==> config.mk <==
export PLATFORM = sky130hd
export DESIGN_NAME = underwater_lowpass_blend
export DESIGN_NICKNAME = d
export VERILOG_FILES = /design/src/hdl/ulb_pkg.sv /design/src/hdl/ulb_ucode_rom.sv /design/src/hdl/ulb_sequencer.sv /design/src/hdl/ulb_datapath.sv /design/src/hdl/underwater_lowpass_blend.sv
export SDC_FILE = /design/constraint.sdc
export NUM_CORES = 2
export LEC_CHECK = 0
export ABC_AREA = 1
export BUFFER_PORTS_ARGS = -buffer_cell sky130_fd_sc_hd__buf_2
export CAP_MARGIN = 20
export CORE_MARGIN = 2
export CORE_UTILIZATION = 30
export CTS_BUF_LIST = sky130_fd_sc_hd__clkbuf_16
export CTS_CLUSTER_SIZE = 10
export DETAILED_ROUTE_END_ITERATION = 16
export GPL_TIMING_DRIVEN = 1
export HOLD_SLACK_MARGIN = 0.02
export PLACE_DENSITY = 0.55
export SLEW_MARGIN = 20
export SYNTH_ARGS = -nofsm -noshare
export SYNTH_HDL_FRONTEND = slang
export SYNTH_HIERARCHICAL = 1
export SYNTH_SLANG_ARGS = --single-unit
==> constraint.sdc <==
create_clock -name clk -period 11.6 [get_ports clk]
set_input_delay 1.74 -clock clk [delete_from_list [all_inputs] [get_ports clk]]
set_output_delay 1.74 -clock clk [all_outputs]
set_load 0.005 [all_outputs]
==> src/hdl/ulb_pkg.sv <==
// shared constants, microcode word layout and datapath types for the underwater lowpass blend
package ulb_pkg;

  // coefficient fraction bits (valid range 12 to 24)
  localparam int COEF_FRAC_BITS = 16;
  localparam int FRAC           = COEF_FRAC_BITS;

  localparam int SAMPLE_W  = 16;
  localparam int LP_W      = 32;
  localparam int XQ_SHIFT  = 16;
  localparam int COEF_W    = FRAC + 1;
  localparam int MA_W      = LP_W + 1;
  localparam int MB_W      = COEF_W + 1;
  localparam int PROD_W    = MA_W + MB_W;
  localparam int ACC_W     = PROD_W + 1;
  localparam int SUM_W     = ACC_W - FRAC + 1;
  localparam int OUT_SH    = FRAC + XQ_SHIFT;
  localparam int Q_W       = ACC_W - OUT_SH;
  localparam int PC_W      = 4;

  localparam longint unsigned ONE_Q  = 64'd1 << FRAC;
  localparam longint unsigned K08_Q  = (64'd8 * ONE_Q + 64'd50) / 64'd100;
  localparam longint unsigned A10_Q  = (64'd10 * ONE_Q + 64'd50) / 64'd100;
  localparam longint unsigned A40_Q  = (64'd40 * ONE_Q + 64'd50) / 64'd100;
  localparam longint unsigned K35_Q  = (64'd35 * ONE_Q + 64'd50) / 64'd100;
  localparam longint unsigned TH_Q   = (64'd5 * ONE_Q) / 64'd1000;
  localparam longint unsigned BIAS_Q = (64'd1 << OUT_SH) - 64'd1;

  localparam logic [COEF_W-1:0] ONE_C  = COEF_W'(ONE_Q);
  localparam logic [COEF_W-1:0] HALF_C = COEF_W'(ONE_Q >> 1);
  localparam logic [COEF_W-1:0] K08_C  = COEF_W'(K08_Q);
  localparam logic [COEF_W-1:0] A10_C  = COEF_W'(A10_Q);
  localparam logic [COEF_W-1:0] A40_C  = COEF_W'(A40_Q);
  localparam logic [COEF_W-1:0] K35_C  = COEF_W'(K35_Q);
  localparam logic [FRAC-1:0]   MIX_TH_C = FRAC'(TH_Q);

  localparam logic signed [ACC_W-1:0] HALF_ACC   = ACC_W'(ONE_Q >> 1);
  localparam logic signed [ACC_W-1:0] TRUNC_BIAS = ACC_W'(BIAS_Q);

  localparam logic signed [SUM_W-1:0] LP_HI = SUM_W'({1'b0, {(LP_W-1){1'b1}}});
  localparam logic signed [SUM_W-1:0] LP_LO = ~LP_HI;
  localparam logic signed [LP_W-1:0]  LP_MAX = {1'b0, {(LP_W-1){1'b1}}};
  localparam logic signed [LP_W-1:0]  LP_MIN = ~LP_MAX;

  localparam logic signed [Q_W-1:0] Q_HI = Q_W'({1'b0, {(SAMPLE_W-1){1'b1}}});
  localparam logic signed [Q_W-1:0] Q_LO = ~Q_HI;
  localparam logic signed [SAMPLE_W-1:0] SAMPLE_MAX = {1'b0, {(SAMPLE_W-1){1'b1}}};
  localparam logic signed [SAMPLE_W-1:0] SAMPLE_MIN = ~SAMPLE_MAX;

  // microprogram addresses
  localparam logic [PC_W-1:0] PC_IDLE  = PC_W'(0);
  localparam logic [PC_W-1:0] PC_UPD   = PC_W'(1);
  localparam logic [PC_W-1:0] PC_MIXW  = PC_W'(2);
  localparam logic [PC_W-1:0] PC_ALPH  = PC_W'(3);
  localparam logic [PC_W-1:0] PC_ALPW  = PC_W'(4);
  localparam logic [PC_W-1:0] PC_GAINW = PC_W'(5);
  localparam logic [PC_W-1:0] PC_CHK   = PC_W'(6);
  localparam logic [PC_W-1:0] PC_FILT  = PC_W'(7);
  localparam logic [PC_W-1:0] PC_LPW   = PC_W'(8);
  localparam logic [PC_W-1:0] PC_BL2   = PC_W'(9);
  localparam logic [PC_W-1:0] PC_BLW   = PC_W'(10);
  localparam logic [PC_W-1:0] PC_OUTW  = PC_W'(11);
  localparam logic [PC_W-1:0] PC_DONE  = PC_W'(12);

  typedef enum logic [2:0] {
    A_MIXD, A_ONEM, A_MIX, A_DIFF, A_X, A_LP, A_BLEND
  } a_sel_t;

  typedef enum logic [2:0] {
    B_K08, B_A40, B_K35, B_ALPHA, B_ONEM, B_MIX, B_GAIN
  } b_sel_t;

  typedef enum logic [1:0] {
    ACC_HOLD, ACC_LOAD, ACC_LOAD_SH, ACC_ADD
  } acc_op_t;

  typedef enum logic [2:0] {
    WB_NONE, WB_MIX, WB_ALPHA, WB_GAIN, WB_LP, WB_OUT, WB_ACT
  } wb_t;

  typedef enum logic [2:0] {
    J_NEXT, J_ALWAYS, J_NOUPD, J_NOACT, J_CHAN, J_WAIT_IN, J_WAIT_OUT
  } jump_t;

  typedef struct packed {
    logic            take_in;
    logic            emit;
    a_sel_t          a_sel;
    b_sel_t          b_sel;
    acc_op_t         acc_op;
    logic            rnd;
    wb_t             wb;
    jump_t           jump;
    logic [PC_W-1:0] target;
  } cw_t;

  localparam cw_t CW_NOP = '{
    take_in: 1'b0, emit: 1'b0, a_sel: A_MIX, b_sel: B_MIX, acc_op: ACC_HOLD,
    rnd: 1'b0, wb: WB_NONE, jump: J_NEXT, target: PC_IDLE
  };

  typedef struct packed {
    logic upd;
    logic act;
    logic chan_more;
  } flags_t;

  typedef struct packed {
    logic                       act;
    logic signed [SAMPLE_W-1:0] left;
    logic signed [SAMPLE_W-1:0] right;
  } result_t;

endpackage

==> src/hdl/ulb_ucode_rom.sv <==
// microprogram table: one control word per step address
module ulb_ucode_rom
  import ulb_pkg::*;
(
  input  logic [PC_W-1:0] pc,
  output cw_t             cw
);

  always_comb begin
    cw = CW_NOP;
    case (pc)
      PC_IDLE: begin
        cw.take_in = 1'b1;
        cw.jump    = J_WAIT_IN;
      end
      PC_UPD: begin
        // step size of the mix toward its target
        cw.a_sel  = A_MIXD;
        cw.b_sel  = B_K08;
        cw.acc_op = ACC_LOAD;
        cw.rnd    = 1'b1;
        cw.jump   = J_NOUPD;
        cw.target = PC_CHK;
      end
      PC_MIXW: begin
        cw.wb = WB_MIX;
      end
      PC_ALPH: begin
        cw.a_sel  = A_ONEM;
        cw.b_sel  = B_A40;
        cw.acc_op = ACC_LOAD;
        cw.rnd    = 1'b1;
      end
      PC_ALPW: begin
        cw.wb     = WB_ALPHA;
        cw.a_sel  = A_MIX;
        cw.b_sel  = B_K35;
        cw.acc_op = ACC_LOAD;
        cw.rnd    = 1'b1;
      end
      PC_GAINW: begin
        cw.wb = WB_GAIN;
      end
      PC_CHK: begin
        cw.wb     = WB_ACT;
        cw.jump   = J_NOACT;
        cw.target = PC_DONE;
      end
      PC_FILT: begin
        cw.a_sel  = A_DIFF;
        cw.b_sel  = B_ALPHA;
        cw.acc_op = ACC_LOAD;
        cw.rnd    = 1'b1;
      end
      PC_LPW: begin
        cw.wb     = WB_LP;
        cw.a_sel  = A_X;
        cw.b_sel  = B_ONEM;
        cw.acc_op = ACC_LOAD_SH;
        cw.rnd    = 1'b1;
      end
      PC_BL2: begin
        cw.a_sel  = A_LP;
        cw.b_sel  = B_MIX;
        cw.acc_op = ACC_ADD;
      end
      PC_BLW: begin
        cw.a_sel  = A_BLEND;
        cw.b_sel  = B_GAIN;
        cw.acc_op = ACC_LOAD;
      end
      PC_OUTW: begin
        cw.wb     = WB_OUT;
        cw.jump   = J_CHAN;
        cw.target = PC_FILT;
      end
      PC_DONE: begin
        cw.emit   = 1'b1;
        cw.jump   = J_WAIT_OUT;
        cw.target = PC_IDLE;
      end
      default: begin
        cw.jump   = J_ALWAYS;
        cw.target = PC_IDLE;
      end
    endcase
  end

endmodule

==> src/hdl/ulb_sequencer.sv <==
// step counter with conditional jumps over the microprogram
module ulb_sequencer
  import ulb_pkg::*;
(
  input  logic   clk,
  input  logic   rst,
  input  logic   frame_fire,
  input  logic   slot_free,
  input  flags_t flags,
  output cw_t    cw
);

  logic [PC_W-1:0] pc;
  logic [PC_W-1:0] pc_next;
  logic [PC_W-1:0] pc_inc;

  ulb_ucode_rom u_rom (
    .pc (pc),
    .cw (cw)
  );

  assign pc_inc = pc + 1'b1;

  always_comb begin
    case (cw.jump)
      J_NEXT:     pc_next = pc_inc;
      J_ALWAYS:   pc_next = cw.target;
      J_NOUPD:    pc_next = flags.upd ? pc_inc : cw.target;
      J_NOACT:    pc_next = flags.act ? pc_inc : cw.target;
      J_CHAN:     pc_next = flags.chan_more ? cw.target : pc_inc;
      J_WAIT_IN:  pc_next = frame_fire ? pc_inc : pc;
      J_WAIT_OUT: pc_next = slot_free ? cw.target : pc;
      default:    pc_next = PC_IDLE;
    endcase
  end

  always_ff @(posedge clk) begin
    if (rst) begin
      pc <= PC_IDLE;
    end else begin
      pc <= pc_next;
    end
  end

endmodule

==> src/hdl/ulb_datapath.sv <==
// shared multiply-accumulate datapath with mix, coefficient and lowpass state
module ulb_datapath
  import ulb_pkg::*;
(
  input  logic                       clk,
  input  logic                       rst,
  input  cw_t                        cw,
  input  logic                       frame_fire,
  input  logic                       buffer_start,
  input  logic                       player_present,
  input  logic                       underwater,
  input  logic signed [SAMPLE_W-1:0] sample_left,
  input  logic signed [SAMPLE_W-1:0] sample_right,
  input  logic                       stereo_mode,
  output flags_t                     flags,
  output result_t                    res
);

  logic [FRAC-1:0]   mix;
  logic [COEF_W-1:0] alpha;
  logic [COEF_W-1:0] gain;
  logic signed [LP_W-1:0] lp_l;
  logic signed [LP_W-1:0] lp_r;
  logic signed [ACC_W-1:0] acc;
  logic signed [ACC_W-1:0] acc_next;
  logic ch;
  logic start_r;
  logic present_r;
  logic under_r;
  logic signed [SAMPLE_W-1:0] x_l;
  logic signed [SAMPLE_W-1:0] x_r;

  logic [COEF_W-1:0]          onem;
  logic signed [SAMPLE_W-1:0] x_cur;
  logic signed [LP_W-1:0]     lp_cur;
  logic signed [LP_W-1:0]     xq;
  logic signed [MA_W-1:0]     op_a;
  logic signed [MB_W-1:0]     op_b;
  logic signed [PROD_W-1:0]   prod;
  logic signed [ACC_W-1:0]    prod_ext;
  logic signed [ACC_W-1:0]    rnd_v;
  logic signed [ACC_W-1:0]    acc_shr;
  logic signed [SUM_W-1:0]    lp_sum;
  logic signed [LP_W-1:0]     lp_sat;
  logic signed [ACC_W-1:0]    out_full;
  logic signed [Q_W-1:0]      q;
  logic signed [SAMPLE_W-1:0] q_sat;

  assign onem   = ONE_C - {1'b0, mix};
  assign x_cur  = ch ? x_r : x_l;
  assign lp_cur = ch ? lp_r : lp_l;
  assign xq     = {x_cur, {XQ_SHIFT{1'b0}}};
  assign acc_shr = acc >>> FRAC;

  always_comb begin
    case (cw.a_sel)
      A_MIXD:  op_a = under_r ? MA_W'(onem) : MA_W'(mix);
      A_ONEM:  op_a = MA_W'(onem);
      A_MIX:   op_a = MA_W'(mix);
      A_DIFF:  op_a = MA_W'(xq) - MA_W'(lp_cur);
      A_X:     op_a = MA_W'(x_cur);
      A_LP:    op_a = MA_W'(lp_cur);
      A_BLEND: op_a = MA_W'(acc_shr);
      default: op_a = '0;
    endcase
  end

  always_comb begin
    case (cw.b_sel)
      B_K08:   op_b = {1'b0, K08_C};
      B_A40:   op_b = {1'b0, A40_C};
      B_K35:   op_b = {1'b0, K35_C};
      B_ALPHA: op_b = {1'b0, alpha};
      B_ONEM:  op_b = {1'b0, onem};
      B_MIX:   op_b = {2'b00, mix};
      B_GAIN:  op_b = {1'b0, gain};
      default: op_b = '0;
    endcase
  end

  assign prod     = op_a * op_b;
  assign prod_ext = ACC_W'(prod);
  assign rnd_v    = cw.rnd ? HALF_ACC : '0;

  always_comb begin
    case (cw.acc_op)
      ACC_HOLD:    acc_next = acc;
      ACC_LOAD:    acc_next = prod_ext + rnd_v;
      ACC_LOAD_SH: acc_next = (prod_ext <<< XQ_SHIFT) + rnd_v;
      ACC_ADD:     acc_next = acc + prod_ext + rnd_v;
      default:     acc_next = acc;
    endcase
  end

  // lowpass update with saturation to the state width
  assign lp_sum = SUM_W'(lp_cur) + SUM_W'(acc_shr);
  assign lp_sat = (lp_sum > LP_HI) ? LP_MAX :
                  (lp_sum < LP_LO) ? LP_MIN : LP_W'(lp_sum);

  // output: truncate toward zero then clamp to a sample
  assign out_full = (acc + (acc[ACC_W-1] ? TRUNC_BIAS : '0)) >>> OUT_SH;
  assign q        = Q_W'(out_full);
  assign q_sat    = (q > Q_HI) ? SAMPLE_MAX :
                    (q < Q_LO) ? SAMPLE_MIN : SAMPLE_W'(q);

  assign flags.upd       = start_r & present_r;
  assign flags.act       = present_r & (mix > MIX_TH_C);
  assign flags.chan_more = ~ch & stereo_mode;

  always_ff @(posedge clk) begin
    if (rst) begin
      mix   <= '0;
      alpha <= HALF_C;
      gain  <= ONE_C;
      lp_l  <= '0;
      lp_r  <= '0;
      ch    <= 1'b0;
    end else begin
      acc <= acc_next;
      if (frame_fire) begin
        start_r   <= buffer_start;
        present_r <= player_present;
        under_r   <= underwater;
        x_l       <= sample_left;
        x_r       <= sample_right;
        res.left  <= sample_left;
        res.right <= sample_right;
        res.act   <= 1'b0;
        ch        <= 1'b0;
      end
      case (cw.wb)
        WB_NONE: ;
        WB_MIX: begin
          mix <= under_r ? mix + acc_shr[FRAC-1:0] : mix - acc_shr[FRAC-1:0];
        end
        WB_ALPHA: alpha <= A10_C + acc_shr[COEF_W-1:0];
        WB_GAIN:  gain  <= ONE_C - acc_shr[COEF_W-1:0];
        WB_LP: begin
          if (ch) begin
            lp_r <= lp_sat;
          end else begin
            lp_l <= lp_sat;
          end
        end
        WB_OUT: begin
          if (ch) begin
            res.right <= q_sat;
          end else begin
            res.left <= q_sat;
          end
          ch <= 1'b1;
        end
        WB_ACT: res.act <= flags.act;
        default: ;
      endcase
    end
  end

endmodule

==> src/hdl/underwater_lowpass_blend.sv <==
// top level of the underwater lowpass blend: sequencer, datapath and output register
// one frame at a time: a frame is taken only in the idle step, once the last result
//   is loaded; a mix update runs only on a buffer start with a player present, and
//   filtering (per channel in stereo) only with the filter active; the single shared
//   multiplier does at most one product per cycle, none in the wait steps
// reset (synchronous, rst high): sequencer idle, mix 0, alpha one half, gain one,
//   lowpass states zero, stereo mode on, no result pending
module underwater_lowpass_blend
  import ulb_pkg::*;
(
  input  logic                       clk,
  input  logic                       rst,
  // frame channel
  input  logic                       frame_valid,
  output logic                       frame_stall,
  input  logic                       buffer_start,
  input  logic                       player_present,
  input  logic                       underwater,
  input  logic signed [SAMPLE_W-1:0] sample_left,
  input  logic signed [SAMPLE_W-1:0] sample_right,
  // result channel
  output logic                       result_valid,
  input  logic                       result_stall,
  output logic signed [SAMPLE_W-1:0] out_left,
  output logic signed [SAMPLE_W-1:0] out_right,
  output logic                       filter_active,
  // stereo mode register
  input  logic                       cfg_we,
  input  logic                       cfg_wdata
);

  cw_t     cw;
  flags_t  flags;
  result_t res;
  logic    stereo_mode;
  logic    frame_fire;
  logic    slot_free;
  logic    out_load;

  // a frame is only taken while the program sits in its idle step
  assign frame_stall = ~cw.take_in;
  assign frame_fire  = frame_valid & cw.take_in;

  // the output register frees up when empty or when its beat is taken this cycle
  assign slot_free = ~result_valid | ~result_stall;
  assign out_load  = cw.emit & slot_free;

  ulb_sequencer u_seq (
    .clk        (clk),
    .rst        (rst),
    .frame_fire (frame_fire),
    .slot_free  (slot_free),
    .flags      (flags),
    .cw         (cw)
  );

  ulb_datapath u_dp (
    .clk            (clk),
    .rst            (rst),
    .cw             (cw),
    .frame_fire     (frame_fire),
    .buffer_start   (buffer_start),
    .player_present (player_present),
    .underwater     (underwater),
    .sample_left    (sample_left),
    .sample_right   (sample_right),
    .stereo_mode    (stereo_mode),
    .flags          (flags),
    .res            (res)
  );

  // configuration register, to be written only while no frame is in flight; not checked
  always_ff @(posedge clk) begin
    if (rst) begin
      stereo_mode <= 1'b1;
    end else if (cfg_we) begin
      stereo_mode <= cfg_wdata;
    end
  end

  // output register: holds a finished beat so the next frame can start
  always_ff @(posedge clk) begin
    if (rst) begin
      result_valid <= 1'b0;
    end else if (out_load) begin
      result_valid <= 1'b1;
    end else if (~result_stall) begin
      result_valid <= 1'b0;
    end
  end

  always_ff @(posedge clk) begin
    if (out_load) begin
      out_left      <= res.left;
      out_right     <= res.right;
      filter_active <= res.act;
    end
  end

endmodule

[Word level (Yosys, flattened, before mapping)]
Index checks and enable logic that the tools add are counted.
Storage, ports and cells
  register bits after elaboration: 274
  bits of input ports: 41
  output and inout port bits: 35
  logic and storage cells: 144
Cells by class
  add/subtract/negate cells: 13
  multiply operators: 1
  magnitude comparators: 5
  eq/ne operators: 42
  muxes and demuxes: 35
  bitwise operators: 12
  reductions and logical operators: 15
Operator list (count)
  $pmux W33 S7: 1
  $mux W32: 5
  $pmux W52 S3: 1
  $pmux W17 S7: 1
  $mux W16: 7
  $add A52 B52 Y52: 2
  $pmux W8 S7: 1
  $add A51 B17 Y52: 1
  $add A52 B32 Y52: 1
  $add A52 B51 Y52: 1
  $mul A33 B18 Y51: 1
  $add A32 B36 Y37: 1
  $gt A37 B32 Y1 const B: 1
  $lt A37 B32 Y1 const B: 1
  $eq A3 B3 Y1 const B: 12
  $pmux W3 S6: 2
  $mux W33: 1
  $sub A32 B32 Y33: 1
  $pmux W4 S7: 1
  $eq A3 B2 Y1 const B: 8
  $eq A4 B4 Y1 const B: 5
  $gt A20 B16 Y1 const B: 1
  $lt A20 B16 Y1 const B: 1
  $mux W4: 5
  other kinds (28): 61

[Logic depth before layout (Yosys ltp)]
  word-level depth: 8
  depth in mapped cells: 64
  mapped depth without buffers: 59

[Hierarchy]
Netlist, hierarchy kept.
By module, submodules not included
  ulb_datapath: times used 1, cells an instance 6658, area each 45477.4 sq um, seq. area each 5905.7 sq um
  underwater_lowpass_blend: times used 1, cells an instance 47, area each 1086.0 sq um, seq. area each 1031.0 sq um
  ulb_sequencer: times used 1, cells an instance 58, area each 351.6 sq um, seq. area each 80.1 sq um
  ulb_ucode_rom: times used 1, cells an instance 58, area each 249.0 sq um, seq. area each 0.0 sq um

[Worst setup path after synthesis]
No wires, ideal clock.
  kind: flip-flop to flip-flop
  from: reg u_dp.ch
  to: reg u_dp.acc[50], data pin
  setup time: 0.253 ns
  data arrival time: 9.383 ns
  setup slack: 1.965 ns
  cell stages (with the launch flop): 57
  path buffers: 7
  period minus slack after synthesis: 9.635 ns
  path through: dfxtp_1 buf_6 buf_12 buf_8 buf_2 buf_2 o21ai_0 inv_1 ha_1 a21oi_1 inv_1 nor2_1 nor2_1 nor2_1 inv_1 a221oi_1 nand2_1 xor2_1 (+21 left out) nor2_1 nand3_1 nand3_1 nand2_1 nand2_1 ha_1 ha_1 inv_1 nor3_1 nand2_1 nor3_1 nand3_1 nand3_1 nand2_1 nand2_1 o21ai_0 inv_1 nand2_1
On the way
  word-level cells in the longest chain between the ends: 7
Ends and longest elaborated chain
  start: declaration: RTL line ulb_datapath.sv:26  | logic ch;
  start signal: assignment: RTL line ulb_datapath.sv:117  | ch <= 1'b0;
  start signal: assignment: RTL line ulb_datapath.sv:129  | ch <= 1'b0;
  start signal: assignment: RTL line ulb_datapath.sv:151  | ch <= 1'b1;
  $mux W32 or $mux W16 (tied branches): RTL line ulb_datapath.sv:51, ulb_datapath.sv:50
  $sub A32 B32 Y33: RTL line ulb_datapath.sv:60  | A_DIFF: op_a = MA_W'(xq) - MA_W'(lp_cur);
  $pmux W33 S7 (*): RTL line ulb_datapath.sv:56  | case (cw.a_sel)
  $mul A33 B18 Y51 (*): RTL line ulb_datapath.sv:81  | assign prod = op_a * op_b;
  $add A52 B51 Y52: RTL line ulb_datapath.sv:90  | ACC_ADD: acc_next = acc + prod_ext + rnd_v;
  $add A52 B52 Y52: RTL line ulb_datapath.sv:90
  $pmux W52 S3 (*): RTL line ulb_datapath.sv:86  | case (cw.acc_op)
  via u_dp.acc_next[50]: RTL line ulb_datapath.sv:25  | logic signed [ACC_W-1:0] acc_next;
  end signal: assignment: RTL line ulb_datapath.sv:119  | acc <= acc_next;
  end: declaration: RTL line ulb_datapath.sv:24  | logic signed [ACC_W-1:0] acc;
Mark *: on every way through the listed nets, which the timed path passes. The rest lies on a longest branch.
A chain may end at the register's enable or synchronous reset.

==> results.txt <==
----------------------------------------------------
[Power]
  Max IR drop VDD ... 0.000192 V
  Internal Dissipation ... 4.87 mW
  Sequential share of power ... 11.8%
  Reported leakage power ... 27.4 nW
  Switching pwr ... 7.27 mW
  Switching Fraction ... 59.9%
  Clk pwr share ... 9.3%
  Power density of the placed cells ... 231 mW/mm^2
  Combinational Power Share ... 78.9%

[Critical path]
  CP required ... 11950 ps
  Type of the worst setup path ... reg2reg
  Highest-delay cell along the critical path ... fa_1
  Type of element capturing the critical path ... flip-flop
  CP Launch Type ... flip-flop
  CP max FO ... 13
  Critical path data arrival time ... 11380 ps
  Maximum single-stage delay on the critical path ... 660 ps
  Most prevalent standard cell on the critical path ... nand2_1

[Detailed routing]
  Initial DRT Pass Iterations ... 6
  Routed wirelength normalized by instance count ... 20.4 um
  Final antenna-violating net count ... 0
  Routed vias/inst ... 4.98
  Overall via count from detail_route ... 45300
  Final Routed Wirelength ... 186000 um
  Iter 0 DRT Violations ... 4077
  Final routed DRC violation total ... 0

[Timing]
  Peak Freq ... 90.7 MHz
  Final critical-path share of the clock period ... 95.1%
  Post-layout min period ... 11030 ps
  Final WS setup ... 571 ps
  Pins over their slew limit ... 0
  Hold slack ... 447 ps
  Setup-failing EPs final ... 0
  Worst-Margin Slew ... 998 ps
  Post-route clock skew ... 52.0 ps
  Final Hold Vio Count ... 0
  Worst rel slew slack ... 33.3%

[Layout]
  Cell area after layout ... 0.0525 mm^2
  Share of cells above drive strength 1 ... 8.26%
  Area growth from synthesis to layout ... 11.3%
  Post-route insts no fill ... 9089
  Final net count ... 7902
  Fill cell total of the finished layout ... 17000

[Global routing]
  Grt total ovfl ... 0
  Number of antenna violations at the first check in global routing ... 3
  Maximum number of pins on one net before global-route repair ... 65
  Overall track demand over capacity in global routing ... 23.0%
  Global-route wire length before repair ... 282000 um
  Vias in the first global route ... 44600

[Die]
  Die outline area ... 0.160 mm^2
  Number of core rows ... 145
  Placeable core region ... 0.156 mm^2
  Initial cell density of the core ... 30.2%
  Horizontal extent of the die ... 401 um
  Die outline height ... 401 um
  IO Count ... 76

[CTS]
  Number of buffers created by CTS ... 37
  Maximum count of clock buffers along a single path ... 3
  CTS tree ... done
  Clk_lat worst skew ... 600 ps
  Clock tree sinks ... 274
  CTS Hold Buffers Added ... 0
  Cell chosen for the clock root ... clkbuf_16
  CTS H-tree depth ... 2
  Clock slew at the register clock pins of the worst setup and hold paths ... 60 ps

[Yosys]
  Sequential share of the synthesized area ... 14.9%
  Synth Flop Type ... edfxtp_1
  Syn_nets ... 7721
  Number of storage elements in the synthesis netlist ... 274
  Mean instance size in the synthesized netlist ... 6.91 um^2
  Number of warnings issued by yosys ... 6
  Count of flip-flops with a built-in enable after synthesis ... 153
  Number of distinct standard cells referenced by the synthesized netlist ... 64
  Synth Instances ... 6821
  Synth Cell Area ... 0.0472 mm^2
  Async SR Flop Fraction ... 0%

[Place]
  Placed wire-length estimate after detailed placement ... 156000 um
  GP Congestion ... 0.965
  Total of buffers placed on input and output ports ... 75
  Placement-stage cell area ... 0.0511 mm^2
  Cell count after placement ... 9015
  Dpl ws ... 267 ps

[Run status]
  Result of the run ... completed

[Min path]
  Type of the most critical hold path ... reg2reg

[Run]
  Max cap viols ... 0

----------------------------------------------------
[cell usage after synthesis (all sizes together), types with 3 or more instances]
| cell type | number | area share [%] |
|---|---|---|
| and2 | 5 | 0.066 |
| a221oi | 33 | 0.61 |
| o31ai | 3 | 0.048 |
| nor2 | 642 | 5.5 |
| buf | 67 | 1.0 |
| ha | 326 | 8.6 |
| xnor2 | 37 | 0.69 |
| a21oi | 365 | 3.9 |
| xor2 | 100 | 1.9 |
| dfxtp | 121 | 5.1 |
| o2111ai | 5 | 0.093 |
| a21o | 27 | 0.43 |
| a21boi | 11 | 0.18 |
| fa | 533 | 23 |
| nor3 | 63 | 0.72 |
| edfxtp | 153 | 9.7 |
| a32o | 4 | 0.085 |
| nor4 | 16 | 0.24 |
| a211oi | 9 | 0.14 |
| inv | 1433 | 11 |
| clkinv | 15 | 0.12 |
| o21ai | 299 | 3.4 |
| nand4 | 66 | 0.91 |
| a31oi | 24 | 0.33 |
| or2 | 19 | 0.25 |
| nand3 | 307 | 3.4 |
| o22ai | 29 | 0.38 |
| o21a | 42 | 0.67 |
| and3 | 4 | 0.053 |
| o21bai | 23 | 0.37 |
| nand3b | 6 | 0.095 |
| nand2 | 1883 | 15 |
| o211ai | 31 | 0.49 |
| o221ai | 6 | 0.12 |
| clkbuf | 108 | 0.86 |
[routing by layer]
metal,vias to the layer above,global-route usage (%),part of all wire (%)
li1,21500,-,-
met1,22000,32.7,46
met2,1530,36.5,45
met3,216,3.02,6.7
met4,2,5.93,3.1
met5,-,0,0.0070
[final timing paths]
check	to	cells past startpoint	startpoint	slack, ps
setup / recovery	u_dp/acc[42]	47	u_seq/pc[0]	570
hold / removal	out_right[10]	0	u_dp/res[10]	450
setup reg to reg	u_dp/acc[42]	47	u_seq/pc[0]	570
hold reg to reg	out_right[10]	0	u_dp/res[10]	450
[logic make-up after synthesis]
kind of cell | share of synthesized area [%]
simple gates | 26.5
buf+inv | 13.4
flops | 14.9
compound gates | 11.3
fa+ha+maj | 31.3
xor+xnor | 2.61
[worst max-delay path: cells and delay by family, from the launching register on]
kind	cells	cell delay, ps
flops	1	460
simple gates	20	2810
fa+ha+maj	9	4200
buf+inv	11	1880
compound gates	7	1430
[placed cells by master, fill, tap and decap left out, types with 12 or more instances in the layout]
cell type	n
a221oi_1	30
nand3_1	297
ha_1	326
xnor2_1	37
dfxtp_1	120
fa_1	533
buf_2	75
a21oi_1	361
nor2_4	17
edfxtp_1	153
clkinv_1	17
inv_2	19
inv_1	1420
o211ai_1	31
clkbuf_16	41
nand2_2	37
xor2_1	95
o21a_1	42
nor2_2	45
o21ai_1	12
o21ai_2	20
a21o_1	27
nor4_1	12
o22ai_1	28
nand4_1	65
or2_2	15
nand2_1	1838
o21ai_0	265
nor2_1	580
a31oi_1	23
buf_4	233
nor3_1	53
o21bai_1	23
[per-stage QoR]
stage	TNS, ps	total power [mW]	util (%)
floorplan	0	6.93	-
detailed placement	0	10.7	32.7
CTS	0	12.0	33.5
finish	0	12.1	33.6
global placement	0	10.7	32.7
global route	-21.3	13.1	33.6
[state kept, by name, summed over array words and instances (netlist names)]
signal / flops
u_dp/acc: 52
u_seq/pc: 4
u_dp/mix: 16
u_dp/start_r: 1
u_dp/under_r: 1
u_dp/lp_r: 32
stereo_mode: 1
u_dp/alpha: 17
filter_active: 1
out_right: 16
u_dp/lp_l: 32
u_dp/ch: 1
u_dp/present_r: 1
u_dp/res: 33
u_dp/x_r: 16
result_valid: 1
u_dp/x_l: 16
out_left: 16
u_dp/gain: 17
[what timing repair did]
item	CTS	global route
resized for setup	0	30
setup buffers	0	4
endpoints found under the setup margin	0	27
[power groups by stage]
stage                     Combinational, mW  Sequential [mW]  Clock [mW]
after floorplan                        5.54             1.40           0
after global placement                 9.30             1.44           0
after detailed placement               9.28             1.44           0
after CTS                              9.37             1.42        1.16
after global routing                   10.5             1.44        1.20
final                                  9.58             1.43        1.13
[final cells by class]
| class | count | area [um^2] | share of cell area (%) |
|---|---|---|---|
| flip-flops and latches | 274 | 7020 | 13.4 |
| repair buffers | 317 | 2250 | 4.29 |
| multi-input cells | 4924 | 34000 | 64.8 |
| clock buffers | 41 | 1030 | 1.96 |
| diodes | 1 | 2.50 | 0.00477 |
| clock inverters | 26 | 136 | 0.260 |
| well taps | 2058 | 2570 | 4.91 |
| inverters | 1448 | 5470 | 10.4 |
(Power assumes the default switching activity.)
